**config.mk**
```make
export PLATFORM = sky130hd
export DESIGN_NAME = first_fit_region_allocator
export DESIGN_NICKNAME = d
export VERILOG_FILES = /design/src/hw/rtl/ffra_pkg.sv /design/src/hw/rtl/first_fit_region_allocator.sv /design/src/hw/rtl/ffra_ram.sv /design/src/hw/rtl/ffra_ctrl.sv /design/src/hw/rtl/ffra_dp.sv
export VERILOG_INCLUDE_DIRS = /design/src /design/src/hw/rtl
export SDC_FILE = /design/constraint.sdc
export NUM_CORES = 2
export LEC_CHECK = 0
export ABC_AREA = 1
export BUFFER_PORTS_ARGS = -buffer_cell sky130_fd_sc_hd__buf_2
export CELL_PAD_IN_SITES_DETAIL_PLACEMENT = 0
export CELL_PAD_IN_SITES_GLOBAL_PLACEMENT = 2
export CORE_UTILIZATION = 45
export CTS_CLUSTER_DIAMETER = 100
export DETAILED_ROUTE_END_ITERATION = 8
export GPL_ROUTABILITY_DRIVEN = 1
export PLACE_DENSITY_LB_ADDON = 0.1
export REMOVE_ABC_BUFFERS = 1
export SLEW_MARGIN = 20
export SYNTH_ARGS = -nofsm -noshare
export SYNTH_HDL_FRONTEND = slang
export SYNTH_SLANG_ARGS = --single-unit
```
**constraint.sdc**
```tcl
create_clock -name clock -period 5.3 [get_ports clock]
set_input_delay 1.325 -clock clock [delete_from_list [all_inputs] [get_ports clock]]
set_output_delay 1.325 -clock clock [all_outputs]
set_load 0.02 [all_outputs]
```
**src/hw/rtl/assert_macros.svh**
```systemverilog
// Assertion helpers shared by the RTL.
`ifndef ASSERT_MACROS_SVH
`define ASSERT_MACROS_SVH

// Same-cycle implication, checked on the rising clock edge outside reset.
`define ASSERT_IMPLY(label, clk, rst, ante, cons) \
   label: assert property (@(posedge clk) disable iff (rst) (ante) |-> (cons)) \
      else $error("%m: implication check failed");

// Next-cycle implication, checked on the rising clock edge outside reset.
`define ASSERT_NEXT(label, clk, rst, ante, cons) \
   label: assert property (@(posedge clk) disable iff (rst) (ante) |=> (cons)) \
      else $error("%m: next-cycle check failed");

`endif

```
**src/hw/rtl/ffra_pkg.sv**
```systemverilog
`timescale 1ns / 1ps
package ffra_pkg;

   localparam int HEAP_UNITS_DEF   = 32;
   localparam int MAX_SEGMENTS_DEF = 32;

   localparam int CMD_W    = 2;
   localparam int NAME_W   = 8;
   localparam int REQ_W    = 6;
   localparam int STATUS_W = 2;
   localparam int START_W  = 5;
   localparam int SIZE_W   = 6;

   typedef enum logic [CMD_W-1:0] {
      CMD_ALLOC   = 2'd0,
      CMD_FREE    = 2'd1,
      CMD_COMPACT = 2'd2,
      CMD_LOOKUP  = 2'd3
   } cmd_type;

   typedef enum logic [STATUS_W-1:0] {
      ST_DONE     = 2'd0,
      ST_NOSPACE  = 2'd1,
      ST_NOTFOUND = 2'd2
   } status_type;

   typedef enum logic [4:0] {
      S_INIT, S_IDLE,
      S_A_CHK, S_A_RD, S_A_EV, S_FRM_RD, S_FRM_WR, S_RI_RD, S_RI_EV,
      S_F_RD, S_F_EV, S_RRM_RD, S_RRM_WR, S_FI_RD, S_FI_EV,
      S_C_RD, S_C_EV,
      S_L_RD, S_L_EV
   } state_type;

   typedef enum logic [4:0] {
      OP_NONE, OP_INIT, OP_LATCH, OP_IDX_INC,
      OP_FREE_RD, OP_FREE_FIT, OP_FRM_RD, OP_FRM_WR, OP_FRM_END,
      OP_RI_RD, OP_RI_MOVE, OP_RI_PUT,
      OP_REG_RD, OP_REG_HIT, OP_RRM_RD, OP_RRM_WR, OP_RRM_END,
      OP_FI_RD, OP_FI_MOVE, OP_FI_PUT,
      OP_C_MOVE, OP_C_END, OP_L_HIT, OP_RESP_EMPTY
   } dp_op_type;

   typedef struct packed {
      dp_op_type  op;
      status_type status;
   } dp_cmd_type;

   typedef struct packed {
      logic idx_ge_fcount;
      logic idx_ge_acount;
      logic idx_zero;
      logic fit;
      logic exact;
      logic f_last;
      logic r_last;
      logic f_ge;
      logic r_ge;
      logic name_hit;
      logic req_zero;
      logic acount_full;
      logic fcount_full;
   } dp_stat_type;

endpackage

```
**src/hw/rtl/first_fit_region_allocator.sv**
```systemverilog
`timescale 1ns / 1ps
// First-fit region allocator. A command is taken when start is high and busy is low;
// its single result appears on the rsp_ ports for exactly one cycle, marked by rsp_valid,
// and cannot be held off by the receiver. Both tables live in single-read-port memories
// with a registered read, so every table entry that a command visits is read in a read
// state and then evaluated or written back in a second state. The default tables hold
// 32 entries each. After reset the block seeds the free table with the whole heap, with
// busy high.
// The next command can be started in the same cycle that the previous result transfer
// is presented.
module first_fit_region_allocator
   import ffra_pkg::*;
#(
   parameter int HEAP_UNITS   = HEAP_UNITS_DEF,
   parameter int MAX_SEGMENTS = MAX_SEGMENTS_DEF
) (
   input  logic               clock,
   input  logic               reset,
   input  logic               start,
   output logic               busy,
   input  logic [CMD_W-1:0]   req_command,
   input  logic [NAME_W-1:0]  req_region_name,
   input  logic [REQ_W-1:0]   req_request_size,
   output logic               rsp_valid,
   output logic [STATUS_W-1:0] rsp_status,
   output logic [START_W-1:0] rsp_region_start,
   output logic [SIZE_W-1:0]  rsp_region_size
);

`include "assert_macros.svh"

   dp_cmd_type  dp_cmd;
   dp_stat_type dp_stat;
   status_type  status_q;

   // The controller sequences table walks; the datapath owns the tables and counters.
   ffra_ctrl u_ctrl (
      .clock   (clock),
      .reset   (reset),
      .start   (start),
      .command (cmd_type'(req_command)),
      .stat    (dp_stat),
      .cmd     (dp_cmd),
      .busy    (busy)
   );

   ffra_dp #(
      .HEAP_UNITS   (HEAP_UNITS),
      .MAX_SEGMENTS (MAX_SEGMENTS)
   ) u_dp (
      .clock            (clock),
      .reset            (reset),
      .cmd              (dp_cmd),
      .req_region_name  (req_region_name),
      .req_request_size (req_request_size),
      .stat             (dp_stat),
      .rsp_valid        (rsp_valid),
      .rsp_status       (status_q),
      .rsp_region_start (rsp_region_start),
      .rsp_region_size  (rsp_region_size)
   );

   assign rsp_status = status_q;

   // A result is only presented once the controller has returned to idle.
   `ASSERT_IMPLY(a_rsp_when_idle, clock, reset, rsp_valid, !busy)
   // Result strobes never touch, since no command produces its result while the controller is idle.
   `ASSERT_NEXT(a_rsp_single, clock, reset, rsp_valid, !rsp_valid)
   // An accepted command always occupies the block in the following cycle.
   `ASSERT_NEXT(a_start_busy, clock, reset, start && !busy, busy)
   // A failed command carries no placement.
   `ASSERT_IMPLY(a_fail_zero, clock, reset, rsp_valid && (rsp_status != ST_DONE),
      (rsp_region_start == '0) && (rsp_region_size == '0))

endmodule

```
**src/hw/rtl/ffra_ram.sv**
```systemverilog
`timescale 1ns / 1ps
module ffra_ram #(
   parameter int W = 8,
   parameter int D = 32
) (
   input  logic                         clock,
   input  logic                         wr_en,
   input  logic [((D > 1) ? $clog2(D) : 1)-1:0] wr_addr,
   input  logic [W-1:0]                 wr_data,
   input  logic                         rd_en,
   input  logic [((D > 1) ? $clog2(D) : 1)-1:0] rd_addr,
   output logic [W-1:0]                 rd_data
);

   logic [W-1:0] mem_ff [D];
   logic [W-1:0] rd_data_ff;

   always_ff @(posedge clock) begin
      if (wr_en) begin
         mem_ff[wr_addr] <= wr_data;
      end
      if (rd_en) begin
         rd_data_ff <= mem_ff[rd_addr];
      end
   end

   assign rd_data = rd_data_ff;

endmodule

```
**src/hw/rtl/ffra_ctrl.sv**
```systemverilog
`timescale 1ns / 1ps
module ffra_ctrl
   import ffra_pkg::*;
(
   input  logic        clock,
   input  logic        reset,
   input  logic        start,
   input  cmd_type     command,
   input  dp_stat_type stat,
   output dp_cmd_type  cmd,
   output logic        busy
);

   state_type state_ff, state_in;

   always_ff @(posedge clock) begin
      if (reset) begin
         state_ff <= S_INIT;
      end else begin
         state_ff <= state_in;
      end
   end

   always_comb begin
      state_in   = state_ff;
      cmd.op     = OP_NONE;
      cmd.status = ST_DONE;
      case (state_ff)
         S_INIT: begin
            cmd.op   = OP_INIT;
            state_in = S_IDLE;
         end
         S_IDLE: begin
            if (start) begin
               cmd.op = OP_LATCH;
               case (command)
                  CMD_ALLOC:   state_in = S_A_CHK;
                  CMD_FREE:    state_in = S_F_RD;
                  CMD_COMPACT: state_in = S_C_RD;
                  CMD_LOOKUP:  state_in = S_L_RD;
                  default:     state_in = S_IDLE;
               endcase
            end
         end
         // Allocation: find the first fitting free segment, trim or remove it, and insert the new region.
         S_A_CHK: begin
            if (stat.req_zero || stat.acount_full) begin
               cmd.op     = OP_RESP_EMPTY;
               cmd.status = ST_NOSPACE;
               state_in   = S_IDLE;
            end else begin
               state_in = S_A_RD;
            end
         end
         S_A_RD: begin
            if (stat.idx_ge_fcount) begin
               cmd.op     = OP_RESP_EMPTY;
               cmd.status = ST_NOSPACE;
               state_in   = S_IDLE;
            end else begin
               cmd.op   = OP_FREE_RD;
               state_in = S_A_EV;
            end
         end
         S_A_EV: begin
            if (stat.fit) begin
               cmd.op   = OP_FREE_FIT;
               state_in = stat.exact ? S_FRM_RD : S_RI_RD;
            end else begin
               cmd.op   = OP_IDX_INC;
               state_in = S_A_RD;
            end
         end
         S_FRM_RD: begin
            if (stat.f_last) begin
               cmd.op   = OP_FRM_END;
               state_in = S_RI_RD;
            end else begin
               cmd.op   = OP_FRM_RD;
               state_in = S_FRM_WR;
            end
         end
         S_FRM_WR: begin
            cmd.op   = OP_FRM_WR;
            state_in = S_FRM_RD;
         end
         S_RI_RD: begin
            if (stat.idx_zero) begin
               cmd.op   = OP_RI_PUT;
               state_in = S_IDLE;
            end else begin
               cmd.op   = OP_RI_RD;
               state_in = S_RI_EV;
            end
         end
         S_RI_EV: begin
            if (stat.r_ge) begin
               cmd.op   = OP_RI_MOVE;
               state_in = S_RI_RD;
            end else begin
               cmd.op   = OP_RI_PUT;
               state_in = S_IDLE;
            end
         end
         // Free: find the region, unlink it, insert its span as free.
         S_F_RD: begin
            if (stat.idx_ge_acount) begin
               cmd.op     = OP_RESP_EMPTY;
               cmd.status = ST_NOTFOUND;
               state_in   = S_IDLE;
            end else begin
               cmd.op   = OP_REG_RD;
               state_in = S_F_EV;
            end
         end
         S_F_EV: begin
            if (stat.name_hit) begin
               if (stat.fcount_full) begin
                  cmd.op     = OP_RESP_EMPTY;
                  cmd.status = ST_NOSPACE;
                  state_in   = S_IDLE;
               end else begin
                  cmd.op   = OP_REG_HIT;
                  state_in = S_RRM_RD;
               end
            end else begin
               cmd.op   = OP_IDX_INC;
               state_in = S_F_RD;
            end
         end
         S_RRM_RD: begin
            if (stat.r_last) begin
               cmd.op   = OP_RRM_END;
               state_in = S_FI_RD;
            end else begin
               cmd.op   = OP_RRM_RD;
               state_in = S_RRM_WR;
            end
         end
         S_RRM_WR: begin
            cmd.op   = OP_RRM_WR;
            state_in = S_RRM_RD;
         end
         S_FI_RD: begin
            if (stat.idx_zero) begin
               cmd.op   = OP_FI_PUT;
               state_in = S_IDLE;
            end else begin
               cmd.op   = OP_FI_RD;
               state_in = S_FI_EV;
            end
         end
         S_FI_EV: begin
            if (stat.f_ge) begin
               cmd.op   = OP_FI_MOVE;
               state_in = S_FI_RD;
            end else begin
               cmd.op   = OP_FI_PUT;
               state_in = S_IDLE;
            end
         end
         // Compaction: restack every region from address zero and rebuild the free table from the space above them.
         S_C_RD: begin
            if (stat.idx_ge_acount) begin
               cmd.op   = OP_C_END;
               state_in = S_IDLE;
            end else begin
               cmd.op   = OP_REG_RD;
               state_in = S_C_EV;
            end
         end
         S_C_EV: begin
            cmd.op   = OP_C_MOVE;
            state_in = S_C_RD;
         end
         // Lookup.
         S_L_RD: begin
            if (stat.idx_ge_acount) begin
               cmd.op     = OP_RESP_EMPTY;
               cmd.status = ST_NOTFOUND;
               state_in   = S_IDLE;
            end else begin
               cmd.op   = OP_REG_RD;
               state_in = S_L_EV;
            end
         end
         S_L_EV: begin
            if (stat.name_hit) begin
               cmd.op   = OP_L_HIT;
               state_in = S_IDLE;
            end else begin
               cmd.op   = OP_IDX_INC;
               state_in = S_L_RD;
            end
         end
         default: begin
            state_in = S_IDLE;
         end
      endcase
   end

   assign busy = (state_ff != S_IDLE);

endmodule

```
**src/hw/rtl/ffra_dp.sv**
```systemverilog
`timescale 1ns / 1ps
module ffra_dp
   import ffra_pkg::*;
#(
   parameter int HEAP_UNITS   = HEAP_UNITS_DEF,
   parameter int MAX_SEGMENTS = MAX_SEGMENTS_DEF
) (
   input  logic              clock,
   input  logic              reset,
   input  dp_cmd_type        cmd,
   input  logic [NAME_W-1:0] req_region_name,
   input  logic [REQ_W-1:0]  req_request_size,
   output dp_stat_type       stat,
   output logic              rsp_valid,
   output status_type        rsp_status,
   output logic [START_W-1:0] rsp_region_start,
   output logic [SIZE_W-1:0] rsp_region_size
);

   localparam int HW   = $clog2(HEAP_UNITS + 1);
   localparam int CW   = (HW > REQ_W) ? HW : REQ_W;
   localparam int IW   = (MAX_SEGMENTS > 1) ? $clog2(MAX_SEGMENTS) : 1;
   localparam int NW   = $clog2(MAX_SEGMENTS + 1);
   localparam int FW   = 2 * HW;
   localparam int RW   = 2 * HW + NAME_W;
   localparam int EXW  = HW + SIZE_W;
   localparam logic [HW-1:0] HEAP = HW'(HEAP_UNITS);
   localparam logic [NW-1:0] MAXN = NW'(MAX_SEGMENTS);

   logic [NAME_W-1:0] name_ff, name_in;
   logic [REQ_W-1:0]  req_ff, req_in;
   logic [NW-1:0]     idx_ff, idx_in;
   logic [NW-1:0]     fcount_ff, fcount_in;
   logic [NW-1:0]     acount_ff, acount_in;
   logic [HW-1:0]     key_ff, key_in;
   logic [HW-1:0]     sz_ff, sz_in;
   logic [HW-1:0]     top_ff, top_in;
   logic              rsp_valid_ff, rsp_valid_in;
   status_type        rsp_status_ff, rsp_status_in;
   logic [HW-1:0]     rsp_start_ff, rsp_start_in;
   logic [HW-1:0]     rsp_size_ff, rsp_size_in;

   logic          f_we, f_re, r_we, r_re;
   logic [IW-1:0] f_waddr, f_raddr, r_waddr, r_raddr;
   logic [FW-1:0] f_wdata, f_rdata;
   logic [RW-1:0] r_wdata, r_rdata;

   logic [HW-1:0]     f_start, f_size, r_start, r_size, req_h;
   logic [NAME_W-1:0] r_name;
   logic [NW-1:0]     idx_up, idx_dn;
   logic [EXW-1:0]    start_ext, size_ext;

   assign f_start = f_rdata[FW-1:HW];
   assign f_size  = f_rdata[HW-1:0];
   assign r_name  = r_rdata[RW-1:FW];
   assign r_start = r_rdata[FW-1:HW];
   assign r_size  = r_rdata[HW-1:0];
   assign req_h   = HW'(req_ff);
   assign idx_up  = idx_ff + NW'(1);
   assign idx_dn  = idx_ff - NW'(1);

   ffra_ram #(.W(FW), .D(MAX_SEGMENTS)) u_free_ram (
      .clock   (clock),
      .wr_en   (f_we),
      .wr_addr (f_waddr),
      .wr_data (f_wdata),
      .rd_en   (f_re),
      .rd_addr (f_raddr),
      .rd_data (f_rdata)
   );

   ffra_ram #(.W(RW), .D(MAX_SEGMENTS)) u_region_ram (
      .clock   (clock),
      .wr_en   (r_we),
      .wr_addr (r_waddr),
      .wr_data (r_wdata),
      .rd_en   (r_re),
      .rd_addr (r_raddr),
      .rd_data (r_rdata)
   );

   always_comb begin
      stat.idx_ge_fcount = (idx_ff >= fcount_ff);
      stat.idx_ge_acount = (idx_ff >= acount_ff);
      stat.idx_zero      = (idx_ff == '0);
      stat.fit           = (CW'(f_size) >= CW'(req_ff));
      stat.exact         = (CW'(f_size) == CW'(req_ff));
      stat.f_last        = ((NW + 1)'(idx_ff) + (NW + 1)'(1) >= (NW + 1)'(fcount_ff));
      stat.r_last        = ((NW + 1)'(idx_ff) + (NW + 1)'(1) >= (NW + 1)'(acount_ff));
      stat.f_ge          = (f_start >= key_ff);
      stat.r_ge          = (r_start >= key_ff);
      stat.name_hit      = (r_name == name_ff);
      stat.req_zero      = (req_ff == '0);
      stat.acount_full   = (acount_ff >= MAXN);
      stat.fcount_full   = (fcount_ff >= MAXN);
   end

   always_comb begin
      name_in       = name_ff;
      req_in        = req_ff;
      idx_in        = idx_ff;
      fcount_in     = fcount_ff;
      acount_in     = acount_ff;
      key_in        = key_ff;
      sz_in         = sz_ff;
      top_in        = top_ff;
      rsp_valid_in  = 1'b0;
      rsp_status_in = rsp_status_ff;
      rsp_start_in  = rsp_start_ff;
      rsp_size_in   = rsp_size_ff;
      f_we    = 1'b0;
      f_re    = 1'b0;
      r_we    = 1'b0;
      r_re    = 1'b0;
      f_waddr = idx_ff[IW-1:0];
      f_raddr = idx_ff[IW-1:0];
      r_waddr = idx_ff[IW-1:0];
      r_raddr = idx_ff[IW-1:0];
      f_wdata = f_rdata;
      r_wdata = r_rdata;
      case (cmd.op)
         OP_INIT: begin
            f_we    = 1'b1;
            f_waddr = '0;
            f_wdata = {HW'(0), HEAP};
         end
         OP_LATCH: begin
            name_in = req_region_name;
            req_in  = req_request_size;
            idx_in  = '0;
            top_in  = '0;
         end
         OP_IDX_INC: idx_in = idx_up;
         OP_FREE_RD: f_re = 1'b1;
         OP_FREE_FIT: begin
            key_in = f_start;
            sz_in  = req_h;
            if (!stat.exact) begin
               f_we    = 1'b1;
               f_wdata = {f_start + req_h, f_size - req_h};
               idx_in  = acount_ff;
            end
         end
         OP_FRM_RD: begin
            f_re    = 1'b1;
            f_raddr = idx_up[IW-1:0];
         end
         OP_FRM_WR: begin
            f_we   = 1'b1;
            idx_in = idx_up;
         end
         OP_FRM_END: begin
            fcount_in = fcount_ff - NW'(1);
            idx_in    = acount_ff;
         end
         OP_RI_RD: begin
            r_re    = 1'b1;
            r_raddr = idx_dn[IW-1:0];
         end
         OP_RI_MOVE: begin
            r_we   = 1'b1;
            idx_in = idx_dn;
         end
         OP_RI_PUT: begin
            r_we          = 1'b1;
            r_wdata       = {name_ff, key_ff, sz_ff};
            acount_in     = acount_ff + NW'(1);
            rsp_valid_in  = 1'b1;
            rsp_status_in = ST_DONE;
            rsp_start_in  = key_ff;
            rsp_size_in   = sz_ff;
         end
         OP_REG_RD: r_re = 1'b1;
         OP_REG_HIT: begin
            key_in = r_start;
            sz_in  = r_size;
         end
         OP_RRM_RD: begin
            r_re    = 1'b1;
            r_raddr = idx_up[IW-1:0];
         end
         OP_RRM_WR: begin
            r_we   = 1'b1;
            idx_in = idx_up;
         end
         OP_RRM_END: begin
            acount_in = acount_ff - NW'(1);
            idx_in    = fcount_ff;
         end
         OP_FI_RD: begin
            f_re    = 1'b1;
            f_raddr = idx_dn[IW-1:0];
         end
         OP_FI_MOVE: begin
            f_we   = 1'b1;
            idx_in = idx_dn;
         end
         OP_FI_PUT: begin
            f_we          = 1'b1;
            f_wdata       = {key_ff, sz_ff};
            fcount_in     = fcount_ff + NW'(1);
            rsp_valid_in  = 1'b1;
            rsp_status_in = ST_DONE;
            rsp_start_in  = key_ff;
            rsp_size_in   = sz_ff;
         end
         OP_C_MOVE: begin
            r_we    = 1'b1;
            r_wdata = {r_name, top_ff, r_size};
            top_in  = top_ff + r_size;
            idx_in  = idx_up;
         end
         OP_C_END: begin
            if (top_ff < HEAP) begin
               f_we      = 1'b1;
               f_waddr   = '0;
               f_wdata   = {top_ff, HEAP - top_ff};
               fcount_in = NW'(1);
            end else begin
               fcount_in = '0;
            end
            rsp_valid_in  = 1'b1;
            rsp_status_in = ST_DONE;
            rsp_start_in  = '0;
            rsp_size_in   = '0;
         end
         OP_L_HIT: begin
            rsp_valid_in  = 1'b1;
            rsp_status_in = ST_DONE;
            rsp_start_in  = r_start;
            rsp_size_in   = r_size;
         end
         OP_RESP_EMPTY: begin
            rsp_valid_in  = 1'b1;
            rsp_status_in = cmd.status;
            rsp_start_in  = '0;
            rsp_size_in   = '0;
         end
         default: begin
         end
      endcase
   end

   always_ff @(posedge clock) begin
      if (reset) begin
         idx_ff       <= '0;
         fcount_ff    <= NW'(1);
         acount_ff    <= '0;
         rsp_valid_ff <= 1'b0;
      end else begin
         idx_ff       <= idx_in;
         fcount_ff    <= fcount_in;
         acount_ff    <= acount_in;
         rsp_valid_ff <= rsp_valid_in;
      end
   end

   always_ff @(posedge clock) begin
      name_ff       <= name_in;
      req_ff        <= req_in;
      key_ff        <= key_in;
      sz_ff         <= sz_in;
      top_ff        <= top_in;
      rsp_status_ff <= rsp_status_in;
      rsp_start_ff  <= rsp_start_in;
      rsp_size_ff   <= rsp_size_in;
   end

   assign start_ext        = EXW'(rsp_start_ff);
   assign size_ext         = EXW'(rsp_size_ff);
   assign rsp_valid        = rsp_valid_ff;
   assign rsp_status       = rsp_status_ff;
   assign rsp_region_start = start_ext[START_W-1:0];
   assign rsp_region_size  = size_ext[SIZE_W-1:0];

endmodule
```
==> out/results.ini <==
[clocking]
clk_latency_ps = 730
clkSinkCount = 1125
postCtsSetupRepairBufs = 0
cts_hold_buf = 0
htree_levels = 3
root_buffer = clkbuf_16
ctsResizeCount = 0
clk_pin_slew_ps = 60
numCtsBuffers = 119
clockBufferDepth = 3
cts_tree = done

[grt]
grt.total_usage_pct = 25.8
grt_max_degree = 100
grt_pass1_vias = 30414
grt_overflow = 0
antenna_found_initial = 5
grt_pass1_wl_mm = 210

[route]
routedWlPerCell_um = 25.4
drt-total-wl_mm = 144
antenna_left = 0
vias = 31972
post_drt_via_cell_ratio = 5.66
drtIter0Drc = 3004
first_pass_iters = 6
remaining_drc_errors = 0

[critical_path]
arrival_ps = 5270
critical_path_class = reg -> reg
cp.required_ps = 5840
worstSetupEndpointType = flip-flop
r2r_cells = 21
start_kind = flip-flop
crit_fanout = 66

[floorplanning]
core_um2 = 109000
start_util_pct = 45.3
die_h_um = 333
fp-row-count = 121
die_w_um = 333
pin_count = 34
die-area_um2 = 111000

[finish]
drive_gt1_share_pct = 12.2
final_area_um2 = 55500
final_nets = 4233
fin_util_pct = 51.1
area_growth_pct = 12.7

[logic_synthesis]
syn_inst = 4058
synth_enable_flop_cells = 1101
yosysWarnings = 0
syn_area_per_cell_um2 = 12.1
synth_top_cell_by_area = edfxtp_1
synth_area_leaders = edfxtp_1 67%, o211ai_1 5.8%, nand2_1 4.2%
async_reset_ff_share_pct = 0
synth_area_um2 = 49300
yosysUniqueCellTypes = 57
synthDominantCellAreaShare_pct = 67.1
synth_top_flop_cell = edfxtp_1
synth_seq_cells = 1125
ys_seq_area_share_pct = 68.1

[sta]
tightest_slew_ps = 1020
period_needed_ps = 4730
setup_viol = 0
rsz0062_at_grt = no
timing.hold.ws_ps = 493
max_slew_margin_pct = 31.3
fmax_ghz = 0.211
drv_slew = 0
worst_clock_skew_ps = 48.6
setup_slack_ps = 569
fin_crit_sh_pct = 89.3
final-hold-violation-count = 0

[run]
maxCapViolations = 0

[run_status]
status = finished, final reports clean

[place]
finalWeightedCongestion = 0.905
portBuffers = 33
dp_worst_setup_slack_ps = 522
dp_hpwl_mm = 86.7
place_area_um2 = 51700

[pwr]
ir_drop_v = 0.000315
leakage_nw = 19.4
p_per_area_nw_per_um2 = 433

[worst_hold_path]
hp-class = reg -> reg
hold_path_depth = 2

[critical path: stages, from the launching register on]
cell	delay (ps)
dfxtp_1	460
ha_1	370
nand2_2	120
a221oi_1	300
buf_4	190
ha_1	240
a21oi_1	160
nor2_1	50
nor2_1	160
nand3_2	160
nand2_4	130
inv_4	70
nand2_2	110
nand2_8	190
inv_8	450
buf_12	300
o21ai_0	130
o211ai_2	200
nand3_1	310
nand2_1	170
nand2_1	60
o21ai_1	90
[worst paths after layout]
kind / from / end / slack, ps
worst max register to register: u_dp.idx_ff[0] / u_dp.u_region_ram.rd_data[6] / 570
worst min-delay path: u_dp.fcount_ff[4] / u_dp.fcount_ff[4] / 490
worst max-delay path: u_dp.idx_ff[0] / u_dp.u_region_ram.rd_data[6] / 570
worst min register to register: u_dp.fcount_ff[4] / u_dp.fcount_ff[4] / 490
[stage by stage]
stage | power, mW | setup TNS (ps) | instances
floorplan | 13.9 | -50940 | 3830
global placement | 16.1 | 0 | 5434
detailed placement | 16.1 | 0 | 5434
CTS | 24.2 | 0 | 5651
global route | 25.0 | 0 | 5651
finish | 24.1 | 0 | 5653
[Yosys cell counts, drive strengths merged, types with 5 or more instances]
master,instances
edfxtp,1101
nand2,568
o211ai,391
o21ai,388
nor2,297
nand3,283
inv,273
or2,214
buf,130
clkbuf,98
ha,68
o21bai,50
a21oi,49
dfxtp,24
nor3,17
o2111ai,17
xor2,13
o22ai,12
xnor2,12
nand4,8
a22oi,7
fa,5
[sequential cells by signal (all words and copies together) (netlist names)]
signal,cells
u_dp.rsp_region_size,6
u_dp.top_ff,6
u_dp.rsp_valid,1
u_dp.u_free_ram.rd_data,12
u_dp.acount_ff,6
u_dp.u_free_ram.mem_ff,384
u_dp.key_ff,6
u_ctrl.state_ff,5
u_dp.sz_ff,6
u_dp.name_ff,8
u_dp.u_region_ram.rd_data,20
u_dp.fcount_ff,6
u_dp.rsp_start_ff,5
u_dp.req_ff,6
u_dp.rsp_status,2
u_dp.idx_ff,6
u_dp.u_region_ram.mem_ff,640
[placed cells by master, fill, tap and decap left out, drive strengths merged, types with 2 or more instances in the layout]
cell / netlist / routed
a211oi: 2 / 2
a21boi: 4 / 4
a21o: 2 / 2
a21oi: 49 / 49
a22oi: 7 / 7
a31oi: 4 / 4
and3: 2 / 2
buf: 130 / 190
bufinv: 0 / 10
clkbuf: 98 / 144
clkinv: 3 / 65
clkinvlp: 0 / 2
dfxtp: 24 / 24
diode: 0 / 2
edfxtp: 1101 / 1101
fa: 5 / 5
ha: 68 / 68
inv: 273 / 272
nand2: 568 / 568
nand3: 283 / 283
nand3b: 4 / 4
nand4: 8 / 8
nor2: 297 / 297
nor3: 17 / 17
nor4: 3 / 3
o2111ai: 17 / 17
o211ai: 391 / 391
o21ai: 388 / 388
o21bai: 50 / 50
o221ai: 2 / 2
o22ai: 12 / 12
or2: 214 / 214
xnor2: 12 / 12
xor2: 13 / 13
[layout make-up]
class,instances,area (µm²)
fill,9468,53200
sequential,1125,33500
multi-input combinational,2429,13800
clock buffer,144,3090
tap,1414,1770
timing repair buffer,190,1570
inverter,276,1060
clock inverter,73,692
antenna,2,5.00
[routing by layer]
layer,vias up,global-route usage [%],routed length [µm]
met4,0,6.19,3120
met3,165,4.76,9860
li1,14930,-,-
met1,15976,39.3,67900
met5,-,0,0
met2,901,38.2,62900
[where the power goes]
part           total [mW]  switching, mW  internal [mW]
clock                8.09           3.47           4.62
sequential           10.8          0.134           10.7
combinational        5.14           3.83           1.32
[cells by family (layout without fill, tap and decap cells)]
group,Yosys count,in the layout,synth area share [%]
simple gates,1398,1398,13.0
flops,1125,1125,68.1
compound gates,933,933,12.2
buf+inv,504,683,4.42
fa+ha+maj,73,73,1.93
xor+xnor,25,25,0.444
other cells,0,2,0
(Power assumes the default switching activity.)
